**src/design/urbx_pkg.sv**
```systemverilog
// ----------------------------------------------------------------------------
// urbx_pkg
// Shared types and constants for the console UART ring buffer engine.
// ----------------------------------------------------------------------------
package urbx_pkg;

  typedef logic [7:0] byte_t;

  // Item kinds on the input channel.
  typedef logic [1:0] kind_t;
  localparam kind_t KIND_PUT  = 2'd0;
  localparam kind_t KIND_RECV = 2'd1;
  localparam kind_t KIND_TICK = 2'd2;
  localparam kind_t KIND_READ = 2'd3;

  // Characters with a special meaning.
  localparam byte_t CHAR_LF   = 8'h0A;
  localparam byte_t CHAR_CR   = 8'h0D;
  localparam byte_t CHAR_XOFF = 8'h13;
  localparam byte_t CHAR_XON  = 8'h11;

  // Default ring depths.
  localparam int DEF_TX_DEPTH = 512;
  localparam int DEF_RX_DEPTH = 64;

  // Request from the sequencer to one ring.
  typedef struct packed {
    logic push;
    logic pop;
  } ring_cmd_t;

  // Ring status; empty_next reflects the ring after the current request.
  typedef struct packed {
    logic full;
    logic empty;
    logic empty_next;
  } ring_status_t;

endpackage

```
**src/design/urbx_ram.sv**
```systemverilog
// ----------------------------------------------------------------------------
// urbx_ram
// Generic single-write, single-read RAM with a registered read port.
// ----------------------------------------------------------------------------
module urbx_ram #(
  parameter int WIDTH = 8,
  parameter int DEPTH = 64,
  localparam int AW = (DEPTH > 1) ? $clog2(DEPTH) : 1
) (
  input  logic             clk,
  input  logic             we,
  input  logic [AW-1:0]    waddr,
  input  logic [WIDTH-1:0] wdata,
  input  logic [AW-1:0]    raddr,
  output logic [WIDTH-1:0] rdata
);

  logic [WIDTH-1:0] mem [DEPTH];

  always_ff @(posedge clk) begin
    if (we) begin
      mem[waddr] <= wdata;
    end
    rdata <= mem[raddr];
  end

endmodule

```
**src/design/urbx_ring.sv**
```systemverilog
// ----------------------------------------------------------------------------
// urbx_ring
// Ring buffer holding DEPTH-1 bytes. A pop reads the oldest entry; its data
// appears on rdata in the following cycle.
// ----------------------------------------------------------------------------
module urbx_ring
  import urbx_pkg::*;
#(
  parameter int DEPTH = DEF_RX_DEPTH
) (
  input  logic         clk,
  input  logic         rst,
  input  ring_cmd_t    cmd,
  input  byte_t        wdata,
  output ring_status_t status,
  output byte_t        rdata
);

  localparam int AW = $clog2(DEPTH);

  logic [AW-1:0] wr_ptr;
  logic [AW-1:0] rd_ptr;
  logic [AW-1:0] wr_inc;
  logic [AW-1:0] rd_inc;
  logic [AW-1:0] wr_ptr_next;
  logic [AW-1:0] rd_ptr_next;

  assign wr_inc = (wr_ptr == AW'(DEPTH - 1)) ? '0 : wr_ptr + AW'(1);
  assign rd_inc = (rd_ptr == AW'(DEPTH - 1)) ? '0 : rd_ptr + AW'(1);

  assign wr_ptr_next = cmd.push ? wr_inc : wr_ptr;
  assign rd_ptr_next = cmd.pop  ? rd_inc : rd_ptr;

  assign status.full       = (wr_inc == rd_ptr);
  assign status.empty      = (wr_ptr == rd_ptr);
  assign status.empty_next = (wr_ptr_next == rd_ptr_next);

  always_ff @(posedge clk) begin
    if (rst) begin
      wr_ptr <= '0;
      rd_ptr <= '0;
    end else begin
      wr_ptr <= wr_ptr_next;
      rd_ptr <= rd_ptr_next;
    end
  end

  // The read address is the read pointer, so the entry being popped is
  // captured at the edge that advances the pointer.
  urbx_ram #(
    .WIDTH ($bits(byte_t)),
    .DEPTH (DEPTH)
  ) u_ram (
    .clk   (clk),
    .we    (cmd.push),
    .waddr (wr_ptr),
    .wdata (wdata),
    .raddr (rd_ptr),
    .rdata (rdata)
  );

endmodule

```
**config.mk**
```make
export PLATFORM = sky130hd
export DESIGN_NAME = urbx_ring
export DESIGN_NICKNAME = d
export VERILOG_FILES = /design/src/design/urbx_pkg.sv /design/src/design/urbx_ram.sv /design/src/design/urbx_ring.sv
export SDC_FILE = /design/constraint.sdc
export NUM_CORES = 1
export LEC_CHECK = 0
export BUFFER_PORTS_ARGS = -buffer_cell sky130_fd_sc_hd__buf_2
export CORE_MARGIN = 2
export CORE_UTILIZATION = 45
export CTS_BUF_LIST = sky130_fd_sc_hd__clkbuf_8
export CTS_CLUSTER_SIZE = 16
export DETAILED_ROUTE_END_ITERATION = 8
export GPL_TIMING_DRIVEN = 0
export SYNTH_ARGS = -nofsm -noshare
export SYNTH_HDL_FRONTEND = slang
export SYNTH_SLANG_ARGS = --single-unit
```
**constraint.sdc**
```tcl
create_clock -name clk -period 2.5 [get_ports clk]
set_clock_uncertainty 0.2 [all_clocks]
set_input_delay 0.75 -clock clk [delete_from_list [all_inputs] [get_ports clk]]
set_output_delay 0.75 -clock clk [all_outputs]
set_load 0.1 [all_outputs]
```
[After elaboration in Yosys (flattened, before gate mapping)]
Memory sizes are Yosys's and may differ from the RTL's. A register that Yosys moved wholly into a read port is not among the register bits.
Index checks and enable logic that the tools add are counted.
Cells by class
  add/sub/neg operators: 2
  eq/ne operators: 5
  muxes and demuxes: 6
Operators with widths (number)
  $mux 6: 4
  $eq 6x6->1: 3
  $add 6x1->6 const B: 2
  $eq 6x6->1 const B: 2
  $mux 1: 2
Word-level totals
  bits in registers: 12
  bits in writable memories: 512
  bits of input ports: 12
  output and inout bits: 11
  memories kept: 1
Memory list
  u_ram.mem: depth 64, width 8, read ports 1, clocked after memory_dff 1, wr ports 1, line urbx_ram.sv:18  | logic [WIDTH-1:0] mem [DEPTH];

[Longest topological paths before layout]
Gate-level depths: netlist (run 1).
  depth after elaboration: 4
  depth in mapped cells: 10
  mapped depth without buffers: 6

[Modules after synthesis]
A second synthesis (run 1) with hierarchy kept.
Unflattened totals
  cells, all modules: 1044
  area, all modules: 21038.9 µm²
By module, submodules not included
  urbx_ram: instances 1, cells each 940, area an instance 20166.8 µm²
  urbx_ring: instances 1, cells each 104, area an instance 872.1 µm²

[Worst setup path after synthesis (run 1)]
Ideal clock, no wire load.
  path type: in2out
  from: in cmd[1] (netlist name)
  to: out status[0] (netlist name)
  arrival time: 4549 ps
  data required time: 1550 ps
  slack: -2999 ps
  cell stages on the path: 6
  path buffers: 1
  cells stage by stage: buf_2 and2_1 nand2_1 o2bb2ai_1 xor2_1 nor4_1
RTL lines
  from (decl): line urbx_ring.sv:13  | input ring_cmd_t cmd,
  to (decl): line urbx_ring.sv:15  | output ring_status_t status,

==> results of run 1 <==
-- logic make-up (layout without fill, tap and decap cells) --
family | Yosys count | count (layout) | share of synthesized area
flip-flops | 532 | 532 | 0.743
AND/OR/NAND/NOR | 219 | 219 | 0.0470
multiplexers | 196 | 196 | 0.164
buffers and inverters | 65 | 261 | 0.0204
AO/OA/AOI/OAI | 49 | 49 | 0.0165
XOR/XNOR | 19 | 19 | 0.00784
adder cells (fa/ha/maj) | 2 | 2 | 0.00118
-- metrics by stage --
step | setup TNS, ns | util | total power, mW | hold slack, ns | instance area, µm²
2_1_floorplan | -2.14 | - | 10.8 | 0.356 | 21300
3_3_place_gp | -128.30 | 0.477 | 11.2 | 0.423 | 22200
3_5_place_dp | -141.14 | 0.477 | 11.2 | 0.417 | 22200
4_1_cts | -4.84 | 0.530 | 18.9 | 0.103 | 24700
5_1_grt | -10.14 | 0.537 | 19.4 | 0.148 | 25000
6_report | -4.49 | 0.537 | 18.8 | 0.166 | 25000
-- synth_stat cells, drive strengths merged, types with 2 or more instances --
library cell,count
edfxtp,512
mux4,112
nand2,81
nor2,76
mux2,57
buf,47
mux2i,27
nand4,21
dfxtp,20
a21oi,18
clkbuf,14
nor4,11
xor2,11
a22o,8
nor2b,8
o211a,8
xnor2,8
nor3,5
o21ai,5
inv,4
nand3,3
o2bb2ai,3
or3,3
and2,2
and3,2
ha,2
o211ai,2
-- sequential cells by signal, indices dropped and copies added (netlist names) --
register and flops:
rd_ptr 6, u_ram.mem 512, u_ram.rdata 8, wr_ptr 6
-- area by class of cell --
class / count / area [µm²]
clock inverters: 70 / 510
flip-flops and latches: 532 / 15800
multi-input cells: 485 / 5760
fillers: 3636 / 21500
clock buffers: 89 / 1220
inverters: 4 / 15.0
plain buffers: 58 / 612
repair buffers: 40 / 343
well taps: 607 / 759
-- how the worst max path moves through the flow --
stage                         start  slack (ns)        end  depth (start not counted)
2_1_floorplan                cmd[0]       -1.01  status[0]                          6
3_3_place_gp   rd_ptr[3]$_SDFF_PP0_       -1.22  status[0]                          7
3_5_place_dp   rd_ptr[3]$_SDFF_PP0_       -1.22  status[0]                          7
4_1_cts        rd_ptr[1]$_SDFF_PP0_       -1.23  status[0]                         10
5_1_grt        wr_ptr[3]$_SDFF_PP0_       -1.27  status[0]                          7
6_report       rd_ptr[1]$_SDFF_PP0_       -1.19  status[0]                         10
-- placed cells by master, fill, tap and decap left out, types with 20 or more instances in the layout --
master / count
edfxtp_1: 512
mux4_2: 102
clkbuf_8: 91
nand2_1: 73
mux2_2: 53
nor2_2: 32
buf_2: 25
inv_1: 25
nor2_4: 24
nand4_1: 21
clkinv_1: 21
nor2_1: 20
mux2i_1: 20
-- worst register-to-register path, delay by kind of cell (launching register included) --
kind	cells	cell delay, ns
simple gates	3	1.46
flops	1	0.33
buf+inv	1	0.22
-- timing repair --
| action | in CTS | in global routing |
|---|---|---|
| pin swaps | 11 | 11 |
| endpoints found under the setup margin | 454 | 304 |
| buffers inserted | 19 | 0 |
| hold endpoints to repair | 0 | 0 |
| resized for setup | 152 | 84 |
| gates cloned | 0 | 1 |
-- report_power, final --
group          total (mW)  internal [mW]  switching, mW
Combinational        1.33          0.504          0.831
Sequential           9.83           9.82         0.0164
Clock                7.60           4.15           3.45
Total                18.8           14.5           4.29
-- metal layers --
metal	track usage	part of all wire	vias to the layer above
met5	0	0	-
met4	0.0760	0.027	0
met3	0.0380	0.053	91
met2	0.313	0.48	322
met1	0.286	0.44	5570
li1	-	-	4644
==> results.md, run 1 <==
- Status: complete, but fails checks
- Failing checks: setup timing
- Top cell by count, worst path: buf_12
- Synthesized instance count: 1,082
- Synth Area per Inst: 19.6 µm²
- Unrepaired setup endpoints after global routing: true
- Setup Crit Path Kind: reg -> out
- Clock buffer count from CTS: 86
- First-pass GRT wire length: 72.6 mm
- Cell Count, Final, Fillers Out: 1,885
- Hold Crit Class: in -> reg
- Worst reg2reg endpoint: u_ram.mem[32][0]$_DFFE_PP_
- Clock Latency Late Sink: 0.65 ns
- Die outline height: 221 µm
- Yosys reg bits: 532
- Crit start category: register
- Die area: 0.0489 mm²
- FMAX: 271 MHz
- Post-Place Setup Slack: -1.22 ns
- Leading area contributor after synthesis: edfxtp_1
- Worst Hold End: wr_ptr[5]$_SDFF_PP0_
- Fin crit share: 1.48
- Vias in the first global route: 11,051
- Port Buf Inserts: 20
- Min cycle time layout: 3.69 ns
- Total grt overflow: 0
- Drt total wl: 49.1 mm
- Core box area: 0.0466 mm²
- Via density: 5.64
- Worst setup EP type: primary output
- Slew HR: 0.0924
- Clk slew on worst S/H paths: 0.06 ns
- Crit path cell chain: buf_6 > buf_12 > buf_12 > buf_12 > nand2_4 > a21oi_2 > mux2_4 > xor2_2 > nor4_4 > buf_6
- All-Layer GR Usage: 0.202
- Share of cells above drive strength 1: 0.377
- WL/cell: 26.0 µm
- Iteration-0 DRC count of the detailed router: 925
- Post-Syn Area: 0.0212 mm²
- Top cell type's share of synthesized area: 0.724
- MaxCap Viol Count: 0
- Top Family by Delay on Critical Path: buffers and inverters
- Synth top area cells: edfxtp_1, mux4_2, mux2_2, dfxtp_1, mux4_1
- Post-synth cell types: 48
- Crit path DAT: 2.74 ns
- Number of placement rows: 79
- Max-slew violations: 0
- Required @ worst endpoint: 1.55 ns
- CTS tree: done
- H-tree depth: 3
- Die W: 221 µm
- Top FF cell, synth: edfxtp_1
- Power Dens Cells: 750 mW/mm²
- DRC Markers: 0
- PnR worst setup slack: -1.19 ns
- Leak: 7.87 nW
- Num Clock Sinks: 532
- DRT Pass-1 Iters: 6
- Max Root-Sink Buffers: 3
- Ant. Diodes: 0
- Antenna-violating nets left: 0
- CP max FO: 5
- Maximum resistive drop on vdd: 0.529 mV
- Reg2reg path depth: 4
- Layout Nets: 1,221
- CP Buf/Inv Count: 5
- R2r setup slk: -0.08 ns
- Hold Startpoint: rst
- RR Startpoint: wr_ptr[2]$_SDFF_PP0_
- Slowest cell on the critical path: nor4_4
- Detailed placer's ending HPWL: 29.4 mm
- Net Count, Synth: 1,096
- Initial antenna violation count: 0
- Via count: 10,627
- CTS root buf: clkbuf_8
- Worst-Margin Slew: 1.36 ns
- Async set-reset flop share out of synthesis: 0
- Final Hold Viols: 0
- EDFF count, synth: 512
- Final Setup Violations: 37
- Ys Warns: 0
- DP Cell Count: 1,709
- Sequential share of the synthesized area: 0.743
- Slowest Stage Delay on Critical Path: 0.37 ns
- Starting Density: 0.456
- Layout area overhead: 17.8%
- Gp weighted congestion: 0.879
- I/O pins: 23
- Pin count of the biggest net entering global routing: 65
- Hold Path Cell Cnt: 2
- Hold buffers post-CTS: 0
No activity file was read; power rests on OpenSTA's default activity.
==> run 2: changes to the inputs <==
--- a/config.mk
+++ b/config.mk
@@ -7,7 +7,7 @@
 export LEC_CHECK = 0
 export BUFFER_PORTS_ARGS = -buffer_cell sky130_fd_sc_hd__buf_2
 export CORE_MARGIN = 2
-export CORE_UTILIZATION = 45
+export CORE_UTILIZATION = 37
 export CTS_BUF_LIST = sky130_fd_sc_hd__clkbuf_8
 export CTS_CLUSTER_SIZE = 16
 export DETAILED_ROUTE_END_ITERATION = 8
==> run 2 against run 1 <==
The run still ends with setup timing left. Clock-buffer cell count rose by 3. Via count rose by 0.94%. Critical path depth fell by 2. Power fell by 3.6%. Sequential power barely moved. Wire length fell by 0.39%. Combinational power fell by 3%. Maximum frequency fell by 0.76%. Non-clock buffer count rose by 8. Critical endpoint unchanged. Largest cell class unchanged.
==> results.md, run 2 (synthesis gave the netlist of run 1 again) <==
- Status: complete, but fails checks
- Failing checks: setup timing
- Clock power share: 0.385 (-0.020)
- Most common cell after layout, fill and taps aside: edfxtp_1
- Largest Register: u_ram.mem
- Antenna-violating nets left: 0 (unchanged)
- Clock buffer count from CTS: 88 (+2.3%)
- Pin count of the biggest net entering global routing: 65 (unchanged)
- Power Dens Cells: 724 mW/mm² (-3.4%)
- Int Pwr: 13.8 mW (-4.4%)
- Post-Place Setup Slack: -1.22 ns (-0.000180 ns)
- Most frequent cells in the layout: edfxtp_1, mux4_2, clkbuf_8
- Detailed placer's ending HPWL: 29.6 mm (+0.51%)
- Number of placement rows: 87 (+10%)
- Largest registers: u_ram.mem: 512 flops, u_ram.rdata: 8 flops
- PnR worst setup slack: -1.22 ns (-0.0283 ns)
- Required @ worst endpoint: 1.55 ns (about the same)
- Gp weighted congestion: 0.921 (+4.7%)
- Port Buf Inserts: 20 (unchanged)
- R2r setup slk: -0.05 ns (+0.03 ns)
- Via count: 10,727 (+0.94%)
- Max Root-Sink Buffers: 3 (unchanged)
- DRC Markers: 0 (unchanged)
- Combinational power share: 0.071 (about the same)
- Crit path DAT: 2.77 ns (+0.03 ns)
- Maximum resistive drop on vdd: 0.345 mV (-35%)
- Hold Path Cell Cnt: 2 (unchanged)
- Met3 usage: 0.0364 (-0.00162)
- Setup Crit Path Kind: reg -> out
- Slew HR: 0.113 (+0.0204)
- Worst setup EP type: primary output
- RR Startpoint: wr_ptr[2]$_SDFF_PP0_
- Sequential power share: 0.544 (+0.020)
- H-tree depth: 3 (unchanged)
- Largest register FFs: 512 (unchanged)
- Die outline height: 244 µm (+10%)
- Final Hold Viols: 0 (unchanged)
- Starting Density: 0.375 (-0.0810)
- FMAX: 269 MHz (-0.76%)
- Final Core Density: 0.441 (-0.0960)
- Hold Crit Class: in -> reg
- Clock Latency Late Sink: 0.66 ns (about the same)
- Met1 usage: 0.236 (-0.0508)
- DP Cell Count: 1,858 (+8.7%)
- Die area: 0.0593 mm² (+21%)
- Layout Nets: 1,231 (+0.82%)
- Initial antenna violation count: 0 (unchanged)
- WL/cell: 23.9 µm (-8.2%)
- Hold WS: 0.122 ns (-0.0446 ns)
- Reg2reg path depth: 4 (unchanged)
- Hold Startpoint: rst
- I/O pins: 23 (unchanged)
- Clk slew on worst S/H paths: 0.07 ns (about the same)
- Ant. Diodes: 0 (unchanged)
- Num Clock Sinks: 532 (unchanged)
- Share of cells above drive strength 1: 0.362 (-0.0151)
- CP max FO: 10 (+5)
- # fillers: 4,894 (+35%)
- CTS tree: done
- First-pass GRT wire length: 72.4 mm (-0.29%)
- GRT met2 Usage: 0.254 (-0.0591)
- Worst Hold End: rd_ptr[5]$_SDFF_PP0_
- Total grt overflow: 0 (unchanged)
- All-Layer GR Usage: 0.167 (-0.0352)
- CTS root buf: clkbuf_8
- MaxCap Viol Count: 0 (unchanged)
- Worst reg2reg endpoint: u_ram.mem[32][7]$_DFFE_PP_
- Busiest layer in global routing: met2
- Iteration-0 DRC count of the detailed router: 909 (-1.7%)
- Final Setup Violations: 11 (-70%)
- Sw Pwr: 4.26 mW (-0.69%)
- Vias in the first global route: 11,067 (+0.14%)
- Drt total wl: 48.9 mm (-0.39%)
- Min cycle time layout: 3.72 ns (+0.0283 ns)
- Unrepaired setup endpoints after global routing: true
- Worst-Margin Slew: 1.33 ns (-0.0305 ns)
- Max-slew violations: 0 (unchanged)
- Fin crit share: 1.49 (+0.0113)
- Setup TNS: -3.77 ns (+0.725 ns)
- Leak: 7.89 nW (+0.17%)
- Crit start category: register
- Switching share of power: 0.236 (+0.00685)
- DRT Pass-1 Iters: 7 (+1)
- Via density: 5.24 (-7.0%)
- Layout area overhead: 17.6%
- Die W: 244 µm (+10%)
- Cell Count, Final, Fillers Out: 2,046 (+8.5%)
- Core box area: 0.0566 mm² (+22%)
==> run 2: cell types whose count changed in the layout (fill, tap and decap cells not counted), moves of 5 or more <==
| cell | delta |
|---|---|
| inv_1 | +14 |
| mux2i_4 | -5 |
| clkinv_2 | -9 |
| buf_4 | +16 |
| bufinv_16 | -7 |
| buf_6 | -10 |
==> run 2: power by group through the flow <==
stage	Combinational [mW]	Clock, mW	Sequential (mW)
final	1.29	6.96	9.84
after CTS	1.26	7.12	9.83
after floorplan	0.637	0	10.1
after detailed placement	1.14	0	10.0
after global routing	1.36	7.52	9.83
after global placement	1.13	0	10.0
==> run 2: worst max path at each step <==
stage / startpoint / to / depth (start not counted)
global placement: rd_ptr[3]$_SDFF_PP0_ / status[0] / 7
global route: rd_ptr[4]$_SDFF_PP0_ / status[0] / 6
detailed placement: rd_ptr[3]$_SDFF_PP0_ / status[0] / 7
CTS: rd_ptr[1]$_SDFF_PP0_ / status[0] / 10
finish: rd_ptr[3]$_SDFF_PP0_ / status[0] / 8
floorplan: cmd[0] / status[0] / 6
==> run 2: routing by layer <==
| layer | routed length (µm) | vias to the layer above |
|---|---|---|
| met4 | 1260 | 0 |
| li1 | - | 4666 |
| met2 | 22800 | 337 |
| met1 | 22200 | 5654 |
| met5 | 0 | - |
| met3 | 2630 | 70 |
==> run 2: stage by stage <==
step / cell area [µm²] / power (mW)
floorplan: 21300 / 10.8
global placement: 22400 / 11.2
detailed placement: 22400 / 11.2
CTS: 24700 / 18.2
global route: 25000 / 18.7
finish: 25000 / 18.1
==> run 2: final cells by class <==
class / count / area (µm²) / area share
inverter: 4 / 15.0 / 0.000601
tap: 756 / 946 / 0.0379
clock inverter: 71 / 333 / 0.0133
clock buffer: 92 / 1270 / 0.0507
buffer: 56 / 604 / 0.0242
multi-input combinational: 485 / 5610 / 0.225
timing repair buffer: 50 / 409 / 0.0164
sequential: 532 / 15800 / 0.632
==> run 2: what timing repair did <==
| item | 4_1_cts | 5_1_grt |
|---|---|---|
| hold buffers | 0 | 0 |
| setup buffers | 24 | 6 |
| setup endpoints to repair | 408 | 298 |
| pin swaps | 10 | 13 |
| cloned | 0 | 1 |
| resized for setup | 144 | 67 |
==> run 2: critical path, cell delays in order, from the launching register on <==
cell and delay, ns:
dfxtp_4 0.39, buf_12 0.16, buf_12 0.15, nand4_1 0.18
o21ai_2 0.24, o31ai_4 0.11, xor2_2 0.18, nor4_4 0.42
buf_6 0.28
